`config.mk`:
```
export PLATFORM = sky130hd
export DESIGN_NAME = typed_packet_deframer_top
export DESIGN_NICKNAME = d
export VERILOG_FILES = /design/src/design/tpd_pkg.sv /design/src/design/typed_packet_deframer_top.sv /design/src/design/tpd_front.sv /design/src/design/tpd_desc_queue.sv /design/src/design/tpd_back.sv
export SDC_FILE = /design/constraint.sdc
export NUM_CORES = 1
export LEC_CHECK = 0
export BUFFER_PORTS_ARGS = -buffer_cell sky130_fd_sc_hd__buf_2
export CAP_MARGIN = 40
export CORE_MARGIN = 2
export CORE_UTILIZATION = 25
export CTS_BUF_LIST = sky130_fd_sc_hd__clkbuf_4 sky130_fd_sc_hd__clkbuf_8
export CTS_CLUSTER_SIZE = 20
export DETAILED_ROUTE_END_ITERATION = 8
export PLACE_DENSITY = 0.5
export SYNTH_ARGS = -nofsm -noshare
export SYNTH_HDL_FRONTEND = slang
export SYNTH_HIERARCHICAL = 1
export SYNTH_SLANG_ARGS = --single-unit
```
`constraint.sdc`:
```
create_clock -name clk_i -period 4.74 [get_ports clk_i]
set_input_delay 0.711 -clock clk_i [delete_from_list [all_inputs] [get_ports clk_i]]
set_output_delay 0.711 -clock clk_i [all_outputs]
set_load 0.02 [all_outputs]
```
`src/design/tpd_pkg.sv`:
```
// shared types and constants of the typed packet deframer
package tpd_pkg;

  localparam int unsigned ByteW = 8;
  localparam int unsigned TypeW = 4;
  localparam int unsigned LenW = 6;
  localparam int unsigned CfgIdxW = 3;
  localparam int unsigned NumLenRegs = 5;
  localparam int unsigned MaxPayloadDef = 32;

  // fixed payload length of the short types (size of a short)
  localparam logic [LenW-1:0] ShortBytes = 6'd2;

  // packet type codes
  localparam logic [ByteW-1:0] TypeMin = 8'd1;
  localparam logic [ByteW-1:0] TypeLenMax = 8'd5;
  localparam logic [ByteW-1:0] TypeShortLo = 8'd6;
  localparam logic [ByteW-1:0] TypeShortHi = 8'd7;
  localparam logic [ByteW-1:0] TypeMax = 8'd10;

  // register indexes
  localparam logic [CfgIdxW-1:0] RegStartCode = 3'd0;
  localparam logic [CfgIdxW-1:0] RegEndCode = 3'd1;
  localparam logic [CfgIdxW-1:0] RegLenSpeed = 3'd2;
  localparam logic [CfgIdxW-1:0] RegLenBoard = 3'd3;
  localparam logic [CfgIdxW-1:0] RegLenCurrent = 3'd4;
  localparam logic [CfgIdxW-1:0] RegLenSensors = 3'd5;
  localparam logic [CfgIdxW-1:0] RegLenEncoder = 3'd6;

  // configuration register file contents
  typedef struct packed {
    logic [ByteW-1:0]                 start_code;
    logic [ByteW-1:0]                 end_code;
    logic [NumLenRegs-1:0][LenW-1:0]  len;
  } cfg_t;

  // payload store write request
  typedef struct packed {
    logic             en;
    logic             bank;
    logic [LenW-1:0]  idx;
    logic [ByteW-1:0] data;
  } mem_wr_t;

  // completed frame handed from front to back
  typedef struct packed {
    logic             bank;
    logic [TypeW-1:0] htype;
    logic [LenW-1:0]  len;
  } desc_t;

endpackage

```
`src/design/typed_packet_deframer_top.sv`:
```
// typed packet deframer top level: register file, parser, frame queue, emitter
// Every received byte is taken when push is high and full is low; the type byte of a good frame
// is registered in the frame queue, then in the output queue, after its end byte is taken; payload
// bytes follow, and the two-entry output queue reserves a slot for the store read in flight.
// Input stalls (full high) while two completed frames wait; the store has two banks.
// Asynchronous active-low reset clears registers to 0, parser to hunt, queues to empty;
// the payload store is not cleared.
module typed_packet_deframer_top import tpd_pkg::*; #(
  parameter int unsigned MaxPayload = MaxPayloadDef
) (
  input  logic               clk_i,
  input  logic               rst_ni,
  input  logic               cfg_we_i,
  input  logic [CfgIdxW-1:0] cfg_idx_i,
  input  logic [ByteW-1:0]   cfg_data_i,
  input  logic               push,
  output logic               full,
  input  logic [ByteW-1:0]   rx_byte_i,
  output logic               empty,
  input  logic               pop,
  output logic [ByteW-1:0]   out_byte_o,
  output logic               is_type_o,
  output logic               last_o
);

  cfg_t       cfg_q;
  mem_wr_t    mem_wr;
  logic       desc_push, desc_pop;
  desc_t      desc_in, desc_head;
  logic [1:0] desc_cnt;
  logic       accept;

  assign full   = (desc_cnt == 2'd2);
  assign accept = push && !full;

  // configuration registers
  always_ff @(posedge clk_i or negedge rst_ni) begin
    if (!rst_ni) begin
      cfg_q <= '0;
    end else if (cfg_we_i) begin
      unique case (cfg_idx_i)
        RegStartCode:  cfg_q.start_code <= cfg_data_i;
        RegEndCode:    cfg_q.end_code   <= cfg_data_i;
        RegLenSpeed:   cfg_q.len[0]     <= cfg_data_i[LenW-1:0];
        RegLenBoard:   cfg_q.len[1]     <= cfg_data_i[LenW-1:0];
        RegLenCurrent: cfg_q.len[2]     <= cfg_data_i[LenW-1:0];
        RegLenSensors: cfg_q.len[3]     <= cfg_data_i[LenW-1:0];
        RegLenEncoder: cfg_q.len[4]     <= cfg_data_i[LenW-1:0];
        default: ;
      endcase
    end
  end

  // frame parser
  tpd_front #(.MaxPayload(MaxPayload)) u_front (
    .clk_i       (clk_i),
    .rst_ni      (rst_ni),
    .accept_i    (accept),
    .rx_byte_i   (rx_byte_i),
    .cfg_i       (cfg_q),
    .mem_wr_o    (mem_wr),
    .desc_push_o (desc_push),
    .desc_o      (desc_in)
  );

  // completed frame queue
  tpd_desc_queue u_queue (
    .clk_i   (clk_i),
    .rst_ni  (rst_ni),
    .push_i  (desc_push),
    .desc_i  (desc_in),
    .pop_i   (desc_pop),
    .head_o  (desc_head),
    .count_o (desc_cnt)
  );

  // frame emitter
  tpd_back #(.MaxPayload(MaxPayload)) u_back (
    .clk_i        (clk_i),
    .rst_ni       (rst_ni),
    .mem_wr_i     (mem_wr),
    .desc_valid_i (desc_cnt != 2'd0),
    .desc_i       (desc_head),
    .desc_pop_o   (desc_pop),
    .pop          (pop),
    .empty        (empty),
    .out_byte_o   (out_byte_o),
    .is_type_o    (is_type_o),
    .last_o       (last_o)
  );

`ifndef ASSERT_OFF
  // frame queue never holds more than its two banks
  a_desc_cnt_max: assert property (@(posedge clk_i) disable iff (!rst_ni)
    desc_cnt != 2'd3) else $error("frame queue overflow");

  // parser only completes a frame when a bank is free
  a_push_room: assert property (@(posedge clk_i) disable iff (!rst_ni)
    desc_push |-> desc_cnt != 2'd2) else $error("frame pushed while full");

  // emitter only retires a frame that is pending
  a_pop_pending: assert property (@(posedge clk_i) disable iff (!rst_ni)
    desc_pop |-> desc_cnt != 2'd0) else $error("frame popped while empty");

  // no store write lands in a bank still being emitted when both are pending
  a_no_write_full: assert property (@(posedge clk_i) disable iff (!rst_ni)
    mem_wr.en |-> !full) else $error("payload write while both banks busy");
`endif

endmodule

```
`src/design/tpd_front.sv`:
```
// frame parser: hunts start code, checks type, stores payload, checks end code
module tpd_front import tpd_pkg::*; #(
  parameter int unsigned MaxPayload = MaxPayloadDef
) (
  input  logic             clk_i,
  input  logic             rst_ni,
  input  logic             accept_i,
  input  logic [ByteW-1:0] rx_byte_i,
  input  cfg_t             cfg_i,
  output mem_wr_t          mem_wr_o,
  output logic             desc_push_o,
  output desc_t            desc_o
);

  typedef enum logic [1:0] {
    PhHunt,
    PhType,
    PhData
  } phase_e;

  phase_e           phase_q, phase_d;
  logic [TypeW-1:0] htype_q, htype_d;
  logic [LenW-1:0]  len_q, len_d;
  logic [LenW-1:0]  rem_q, rem_d;
  logic [LenW-1:0]  idx_q, idx_d;
  logic             bank_q, bank_d;
  logic [LenW-1:0]  raw_len;
  logic [LenW-1:0]  type_len;
  logic [2:0]       len_sel;

  // payload length from the type byte, saturated to the store size
  assign len_sel = rx_byte_i[2:0] - 3'd1;
  always_comb begin
    if (rx_byte_i >= TypeMin && rx_byte_i <= TypeLenMax) begin
      raw_len = cfg_i.len[len_sel];
    end else if (rx_byte_i == TypeShortLo || rx_byte_i == TypeShortHi) begin
      raw_len = ShortBytes;
    end else begin
      raw_len = '0;
    end
    type_len = (raw_len > LenW'(MaxPayload)) ? LenW'(MaxPayload) : raw_len;
  end

  // next state of the parser
  always_comb begin
    phase_d     = phase_q;
    htype_d     = htype_q;
    len_d       = len_q;
    rem_d       = rem_q;
    idx_d       = idx_q;
    bank_d      = bank_q;
    mem_wr_o    = '0;
    desc_push_o = 1'b0;
    if (accept_i) begin
      unique case (phase_q)
        PhType: begin
          if (rx_byte_i >= TypeMin && rx_byte_i <= TypeMax) begin
            htype_d = rx_byte_i[TypeW-1:0];
            len_d   = type_len;
            rem_d   = type_len;
            idx_d   = '0;
            phase_d = PhData;
          end else begin
            phase_d = PhHunt;
          end
        end
        PhData: begin
          if (rem_q != '0) begin
            mem_wr_o.en   = 1'b1;
            mem_wr_o.bank = bank_q;
            mem_wr_o.idx  = idx_q;
            mem_wr_o.data = rx_byte_i;
            idx_d = idx_q + LenW'(1);
            rem_d = rem_q - LenW'(1);
          end else begin
            if (rx_byte_i == cfg_i.end_code) begin
              desc_push_o = 1'b1;
              bank_d      = ~bank_q;
            end
            phase_d = PhHunt;
          end
        end
        default: begin
          phase_d = (rx_byte_i == cfg_i.start_code) ? PhType : PhHunt;
        end
      endcase
    end
  end

  assign desc_o = '{bank: bank_q, htype: htype_q, len: len_q};

  // parser state
  always_ff @(posedge clk_i or negedge rst_ni) begin
    if (!rst_ni) begin
      phase_q <= PhHunt;
      htype_q <= '0;
      len_q   <= '0;
      rem_q   <= '0;
      idx_q   <= '0;
      bank_q  <= 1'b0;
    end else begin
      phase_q <= phase_d;
      htype_q <= htype_d;
      len_q   <= len_d;
      rem_q   <= rem_d;
      idx_q   <= idx_d;
      bank_q  <= bank_d;
    end
  end

endmodule

```
`src/design/tpd_desc_queue.sv`:
```
// two-entry queue of completed frames between parser and emitter
module tpd_desc_queue import tpd_pkg::*; (
  input  logic       clk_i,
  input  logic       rst_ni,
  input  logic       push_i,
  input  desc_t      desc_i,
  input  logic       pop_i,
  output desc_t      head_o,
  output logic [1:0] count_o
);

  desc_t      ent_q [2];
  logic       wptr_q, rptr_q;
  logic [1:0] cnt_q;

  assign head_o  = ent_q[rptr_q];
  assign count_o = cnt_q;

  // entry storage
  always_ff @(posedge clk_i) begin
    if (push_i) begin
      ent_q[wptr_q] <= desc_i;
    end
  end

  // pointers and fill count
  always_ff @(posedge clk_i or negedge rst_ni) begin
    if (!rst_ni) begin
      wptr_q <= 1'b0;
      rptr_q <= 1'b0;
      cnt_q  <= '0;
    end else begin
      if (push_i) begin
        wptr_q <= ~wptr_q;
      end
      if (pop_i) begin
        rptr_q <= ~rptr_q;
      end
      cnt_q <= cnt_q + 2'(push_i) - 2'(pop_i);
    end
  end

endmodule

```
`src/design/tpd_back.sv`:
```
// emitter: double-banked payload store, frame readout and output queue
module tpd_back import tpd_pkg::*; #(
  parameter int unsigned MaxPayload = MaxPayloadDef
) (
  input  logic             clk_i,
  input  logic             rst_ni,
  input  mem_wr_t          mem_wr_i,
  input  logic             desc_valid_i,
  input  desc_t            desc_i,
  output logic             desc_pop_o,
  input  logic             pop,
  output logic             empty,
  output logic [ByteW-1:0] out_byte_o,
  output logic             is_type_o,
  output logic             last_o
);

  localparam int unsigned IdxW = $clog2(MaxPayload);
  localparam int unsigned Depth = 2 ** (IdxW + 1);

  typedef enum logic {
    BIdle,
    BPayload
  } bstate_e;

  bstate_e          state_q, state_d;
  logic [LenW-1:0]  rd_idx_q, rd_idx_d;
  logic             inflight_q, inflight_last_q, inflight_last_d;
  logic             rd_en;
  logic [ByteW-1:0] rdata_q;
  logic [ByteW-1:0] mem [Depth];

  logic [ByteW-1:0] ent_byte_q [2];
  logic             ent_type_q [2];
  logic             ent_last_q [2];
  logic             wptr_q, rptr_q;
  logic [1:0]       cnt_q;
  logic             space;
  logic             push_en, push_type, push_last;
  logic [ByteW-1:0] push_byte;
  logic             out_pop;
  logic [LenW-1:0]  rd_next;
  logic             rd_last;

  // room in the output queue counting a read still in flight
  assign space   = (cnt_q + 2'(inflight_q)) < 2'd2;
  assign rd_next = rd_idx_q + LenW'(1);
  assign rd_last = (rd_next == desc_i.len);
  assign out_pop = pop && (cnt_q != '0);

  // readout sequencer
  always_comb begin
    state_d         = state_q;
    rd_idx_d        = rd_idx_q;
    rd_en           = 1'b0;
    inflight_last_d = inflight_last_q;
    desc_pop_o      = 1'b0;
    push_en         = inflight_q;
    push_byte       = rdata_q;
    push_type       = 1'b0;
    push_last       = inflight_last_q;
    unique case (state_q)
      BIdle: begin
        if (desc_valid_i && space && !inflight_q) begin
          push_en   = 1'b1;
          push_byte = ByteW'(desc_i.htype);
          push_type = 1'b1;
          push_last = (desc_i.len == '0);
          rd_idx_d  = '0;
          if (desc_i.len == '0) begin
            desc_pop_o = 1'b1;
          end else begin
            state_d = BPayload;
          end
        end
      end
      BPayload: begin
        if (space) begin
          rd_en           = 1'b1;
          rd_idx_d        = rd_next;
          inflight_last_d = rd_last;
          if (rd_last) begin
            desc_pop_o = 1'b1;
            state_d    = BIdle;
          end
        end
      end
      default: begin
        state_d = BIdle;
      end
    endcase
  end

  // payload store, one write and one registered read per cycle
  always_ff @(posedge clk_i) begin
    if (mem_wr_i.en) begin
      mem[{mem_wr_i.bank, mem_wr_i.idx[IdxW-1:0]}] <= mem_wr_i.data;
    end
    if (rd_en) begin
      rdata_q <= mem[{desc_i.bank, rd_idx_q[IdxW-1:0]}];
    end
  end

  // output queue entries
  always_ff @(posedge clk_i) begin
    if (push_en) begin
      ent_byte_q[wptr_q] <= push_byte;
      ent_type_q[wptr_q] <= push_type;
      ent_last_q[wptr_q] <= push_last;
    end
  end

  // sequencer state and output queue control
  always_ff @(posedge clk_i or negedge rst_ni) begin
    if (!rst_ni) begin
      state_q         <= BIdle;
      rd_idx_q        <= '0;
      inflight_q      <= 1'b0;
      inflight_last_q <= 1'b0;
      wptr_q          <= 1'b0;
      rptr_q          <= 1'b0;
      cnt_q           <= '0;
    end else begin
      state_q         <= state_d;
      rd_idx_q        <= rd_idx_d;
      inflight_q      <= rd_en;
      inflight_last_q <= inflight_last_d;
      if (push_en) begin
        wptr_q <= ~wptr_q;
      end
      if (out_pop) begin
        rptr_q <= ~rptr_q;
      end
      cnt_q <= cnt_q + 2'(push_en) - 2'(out_pop);
    end
  end

  assign empty      = (cnt_q == '0);
  assign out_byte_o = ent_byte_q[rptr_q];
  assign is_type_o  = ent_type_q[rptr_q];
  assign last_o     = ent_last_q[rptr_q];

endmodule

```
==> Word-level counts from Yosys, hierarchy flattened <==
Memory sizes are Yosys's and may differ from the RTL's. A register that Yosys moved wholly into a read port is not among the register bits.
Cells that the tools add are included.
{ "word_totals": {"register_bits": 88, "ramBits": 554, "inputBits": 24, "output_inout_bits": 12, "wordCells": 149, "memories": 5} }
{ "classes": {"add_sub_neg": 9, "order_cmp": 6, "n_eq_ne": 19, "muxes": 51, "n_bitwise": 7, "n_reduce_logical": 29} }
{ "mem_list": {"columns": ["memory", "depth", "word_bits", "read_ports", "rd_ports_with_merged_regs", "wr", "line_no", "rtl"], "rows": [
  ["u_back.mem", 64, 8, 1, 1, 1, "tpd_back.sv:31", "logic [ByteW-1:0] mem [Depth];"],
  ["u_queue.ent_q", 2, 11, 1, 0, 1, "tpd_desc_queue.sv:12", "desc_t ent_q [2];"],
  ["u_back.ent_byte_q", 2, 8, 1, 0, 1, "tpd_back.sv:33", "logic [ByteW-1:0] ent_byte_q [2];"],
  ["u_back.ent_last_q", 2, 1, 1, 0, 1, "tpd_back.sv:35", "logic ent_last_q [2];"],
  ["u_back.ent_type_q", 2, 1, 1, 0, 1, "tpd_back.sv:34", "logic ent_type_q [2];"]
]} }
{ "op_table": {"columns": ["cell", "n"], "rows": [
  ["6-bit two-way mux", 9],
  ["16-bit two-way mux", 3],
  ["6-bit case mux with 2 select lines", 3],
  ["1-bit two-way mux", 27],
  ["2-bit AND reduction", 10],
  ["6-bit binary-select mux with 3-bit select", 1],
  ["8-bit by 3-bit equality test with 1-bit output, second input constant", 2],
  ["8-bit equality test", 2],
  ["8-bit two-way mux", 2],
  ["6-bit by 1-bit adder with 6-bit output, second input constant", 2],
  ["3-bit equality test, second input constant", 3],
  ["8-bit by 1-bit greater-or-equal comparator with 1-bit output, second input constant", 1],
  ["8-bit by 3-bit <= comparator with 1-bit output, second input constant", 1],
  ["8-bit by 4-bit <= comparator with 1-bit output, second input constant", 1],
  ["4-bit AND reduction", 2],
  ["1-bit NOT", 7],
  ["2-bit by 1-bit adder with 2-bit output", 3],
  ["3-bit by 2-bit equality test with 1-bit output, second input constant", 2],
  ["6-bit equality test", 1],
  ["6-bit > comparator, second input constant", 1],
  ["1-bit logical AND", 6],
  ["6-bit logical NOT", 1],
  ["2-bit two-way mux", 3],
  ["2-bit by 1-bit inequality test with 1-bit output, second input constant", 3],
  ["18 further kinds", 25]
]} }

==> Depth between registers and ports, before layout <==
{ "logic_depth": {"word_depth": 8, "mapped_depth": 13} }

==> Cells and area by module <==
The synthesis kept the hierarchy.
{ "modules_own_cells": {"columns": ["module", "instances", "cells_per_inst", "area_per_inst_um2", "seq_area_each_um2"], "rows": [
  ["tpd_back", 1, 1050, 21943.5, 16540.9],
  ["tpd_front", 1, 242, 2123.3, 625.6],
  ["typed_packet_deframer_top", 1, 109, 1809.2, 1151.1],
  ["tpd_desc_queue", 1, 47, 1016.0, 760.7]
]} }

==> Least setup slack after synthesis <==
No wires, ideal clock.
{ "synth_timing": {"kind": "input -> register", "start": "input push", "end": "memory u_back.mem[0][0], data pin", "arrival_ns": 3.616, "slack_ns": 0.443, "path_stages": 3, "n_path_buf": 0, "path_cell_list": "nor2b_1 > inv_1 > nor3_1"} }
{ "synth_lines": {"columns": ["item", "line_no", "rtl"], "rows": [
  ["start, declared", "typed_packet_deframer_top.sv:16", "input logic push,"],
  ["end, declared", "tpd_back.sv:31", null]
]} }

==> run summary <==
Total track usage: 0.113
Worst Setup Start Kind: flip-flop
Core Rows: 120
Syn Area/Cell: 18.6 um^2
Fmax: 262 MHz
Initial antenna violation count: 1
Max-cap violations: 0
RSZ-0062 raised after global routing: false
Final period util: 0.804
Power, Total: 15.2 mW
Avg WL per Cell: 20.1 um
TritonCTS Buffers: 107
Top fanout value on the critical path: 17
Pint: 10.9 mW
Sw power: 4.33 mW
Sequential power share: 0.449
Layout overhead on the synthesized area: 16.3%
Clk sink count: 649
Via density: 4.46
Die Wd: 332 um
First-pass GRT wire length: 94.7 mm
Most frequent CP cell: nor2b_1
Max clock buf depth: 3
Clock power frac: 0.328
Remaining Overflow, GRT: 0
Worst path max stage delay: 0.75 ns
Area of the core: 0.107 mm^2
Cts hold-fix bufs: 0
WP data arrival: 4.14 ns
PwrDens: 487 mW/mm^2
Total I/O pin count: 36
CP max-delay cell: nor2_1
Final slew viol count: 0
Clk Latency, worst-skew pair: 0.70 ns
Final Hold Fails: 0
Setup CP Type: flip-flop to flip-flop
IO Port Bufs: 35
Tmin final: 3.81 ns
Clk pin slew, worst setup/hold paths: 0.06 ns
Share of post-route cells with drive strength above 1: 0.317
Mapped Cells: 1441
Leak: 9.66 nW
Worst slew pin tran: 0.874 ns
Reg2reg start: u_queue/count_o[1]
Final Skew: 0.0229 ns
Starting Density: 0.251
Drt pass-1 iters: 4
Required @ worst endpoint: 5.07 ns
H-tree depth: 3
CP bufs+invs: 2
Routed WL: 62.0 mm
Setup TNS Final: 0 ns
Hold WC Path Type: input port to async pin
Iteration-0 DRC Markers: 1016
Critical path origin: u_queue/count_o[1]
# setup viols final: 0
Synthesized net count: 1479
DIE HEIGHT: 332 um
HPWL after DPL: 39.9 mm
Fillcell total: 10459
Delay-heaviest family, CP: simple AND/OR/NAND/NOR gates
Die area: 0.110 mm^2
Final nets: 1629
FF-to-FF setup slack: 0.93 ns
Ys Warns: 6
Max-slew headroom: 0.415
Largest net degree at the start of global routing: 71
Post-route antenna net violation count: 0
Root Driver: clkbuf_8
Cell Chain, Critical Path: nor2b_1 > nor2b_1 > inv_1 > nor2_1 > buf_4 > and2_1 > nor2b_1 > nand3_1 > nor2_1
Gate power share: 0.223
Routed via count: 13761
Synth Cell Area: 0.0268 mm^2
Vias in the first global route: 14648
Number of remaining DRC errors: 0
Critical path capture point type: flip-flop
TritonCTS clock tree: done
Status: complete, no violations
Post-CTS Setup Bufs: 0
Peak supply drop: 0.000295 V
Switch share: 0.285
RePlAce Congestion: 0.764
Cts repair resizes: 0
## metrics by stage
step | cell area, um^2 | setup slack (ns) | std cells | hold WS, ns | util
6_report | 31200 | 0.930 | 3082 | 0.0599 | 0.292
5_1_grt | 31200 | 0.673 | 3081 | 0.0664 | 0.292
4_1_cts | 31200 | 0.967 | 3080 | 0.0300 | 0.292
3_5_place_dp | 29000 | 0.686 | 2885 | 0.465 | 0.272
3_3_place_gp | 29000 | 0.859 | 2882 | 0.456 | 0.272
2_1_floorplan | 26800 | 0.443 | 1441 | 0.415 | -
## power by group through the flow
stage | Clock [mW] | Combinational, mW | Sequential (mW)
after floorplan | 0 | 2.76 | 6.68
after global placement | 0 | 3.42 | 6.94
after detailed placement | 0 | 3.46 | 6.95
after CTS | 5.15 | 3.47 | 6.84
after global routing | 5.41 | 3.66 | 6.87
final | 4.98 | 3.39 | 6.83
## state kept, by name (all words and copies together), names as in the netlist, 2 cells and up
| signal | count |
|---|---|
| u_back/rd_idx_q | 6 |
| u_back/mem | 512 |
| u_queue/ent_q | 22 |
| u_queue/count_o | 2 |
| u_back/ent_byte_q | 16 |
| cfg_q | 46 |
| u_back/cnt_q | 2 |
| u_front/htype_q | 4 |
| u_back/ent_last_q | 2 |
| u_back/rdata_q | 8 |
| u_back/ent_type_q | 2 |
| u_front/rem_q | 6 |
| u_front/phase_q | 2 |
| u_front/len_q | 6 |
| u_front/idx_q | 5 |
## area by class of cell
cell class                 instances  area (um^2)  area share
timing repair buffer             118          863      0.0277
multi-input combinational        701         7290       0.233
clock buffer                     144         1790      0.0575
antenna                            2         5.00    0.000160
inverter                          14         52.6     0.00168
tap                             1403         1760      0.0562
clock inverter                    51          389      0.0125
sequential                       649        19100       0.611
## worst paths after layout
kind                                  endpoint  cells past startpoint
min in group clk_i                   cfg_q[44]                      2
hold / removal                       cfg_q[27]                      1
max in group asynchronous     u_front/idx_q[1]                      2
setup / recovery             u_back/mem[30][6]                      9
setup reg to reg             u_back/mem[30][6]                      9
hold reg to reg            u_queue/ent_q[1][6]                      0
## layer usage
layer,track usage,part of all wire,vias up
met5,0,0,-
met4,0.0358,0.024,0
met3,0.0199,0.039,101
met2,0.191,0.50,296
met1,0.148,0.44,7274
li1,-,-,6090
## worst register-to-register path, delay by kind of cell (launching register included)
kind,cells,cell delay [ns]
buf+inv,2,0.51
flops,1,0.39
simple gates,7,2.57
## layout by cell type, fill, tap and decap left out, types with 20 or more instances in the layout
| cell type | instances |
|---|---|
| buf_2 | 34 |
| buf_4 | 79 |
| clkbuf_4 | 30 |
| clkbuf_8 | 114 |
| clkinv_1 | 25 |
| dfrtp_1 | 84 |
| edfxtp_1 | 562 |
| mux2_2 | 79 |
| mux2i_1 | 35 |
| mux4_2 | 127 |
| nand2_1 | 45 |
| nand3_1 | 24 |
| nor2_1 | 97 |
| nor2b_1 | 25 |
| xor2_1 | 20 |
No activity file was read; power rests on OpenSTA's default activity.
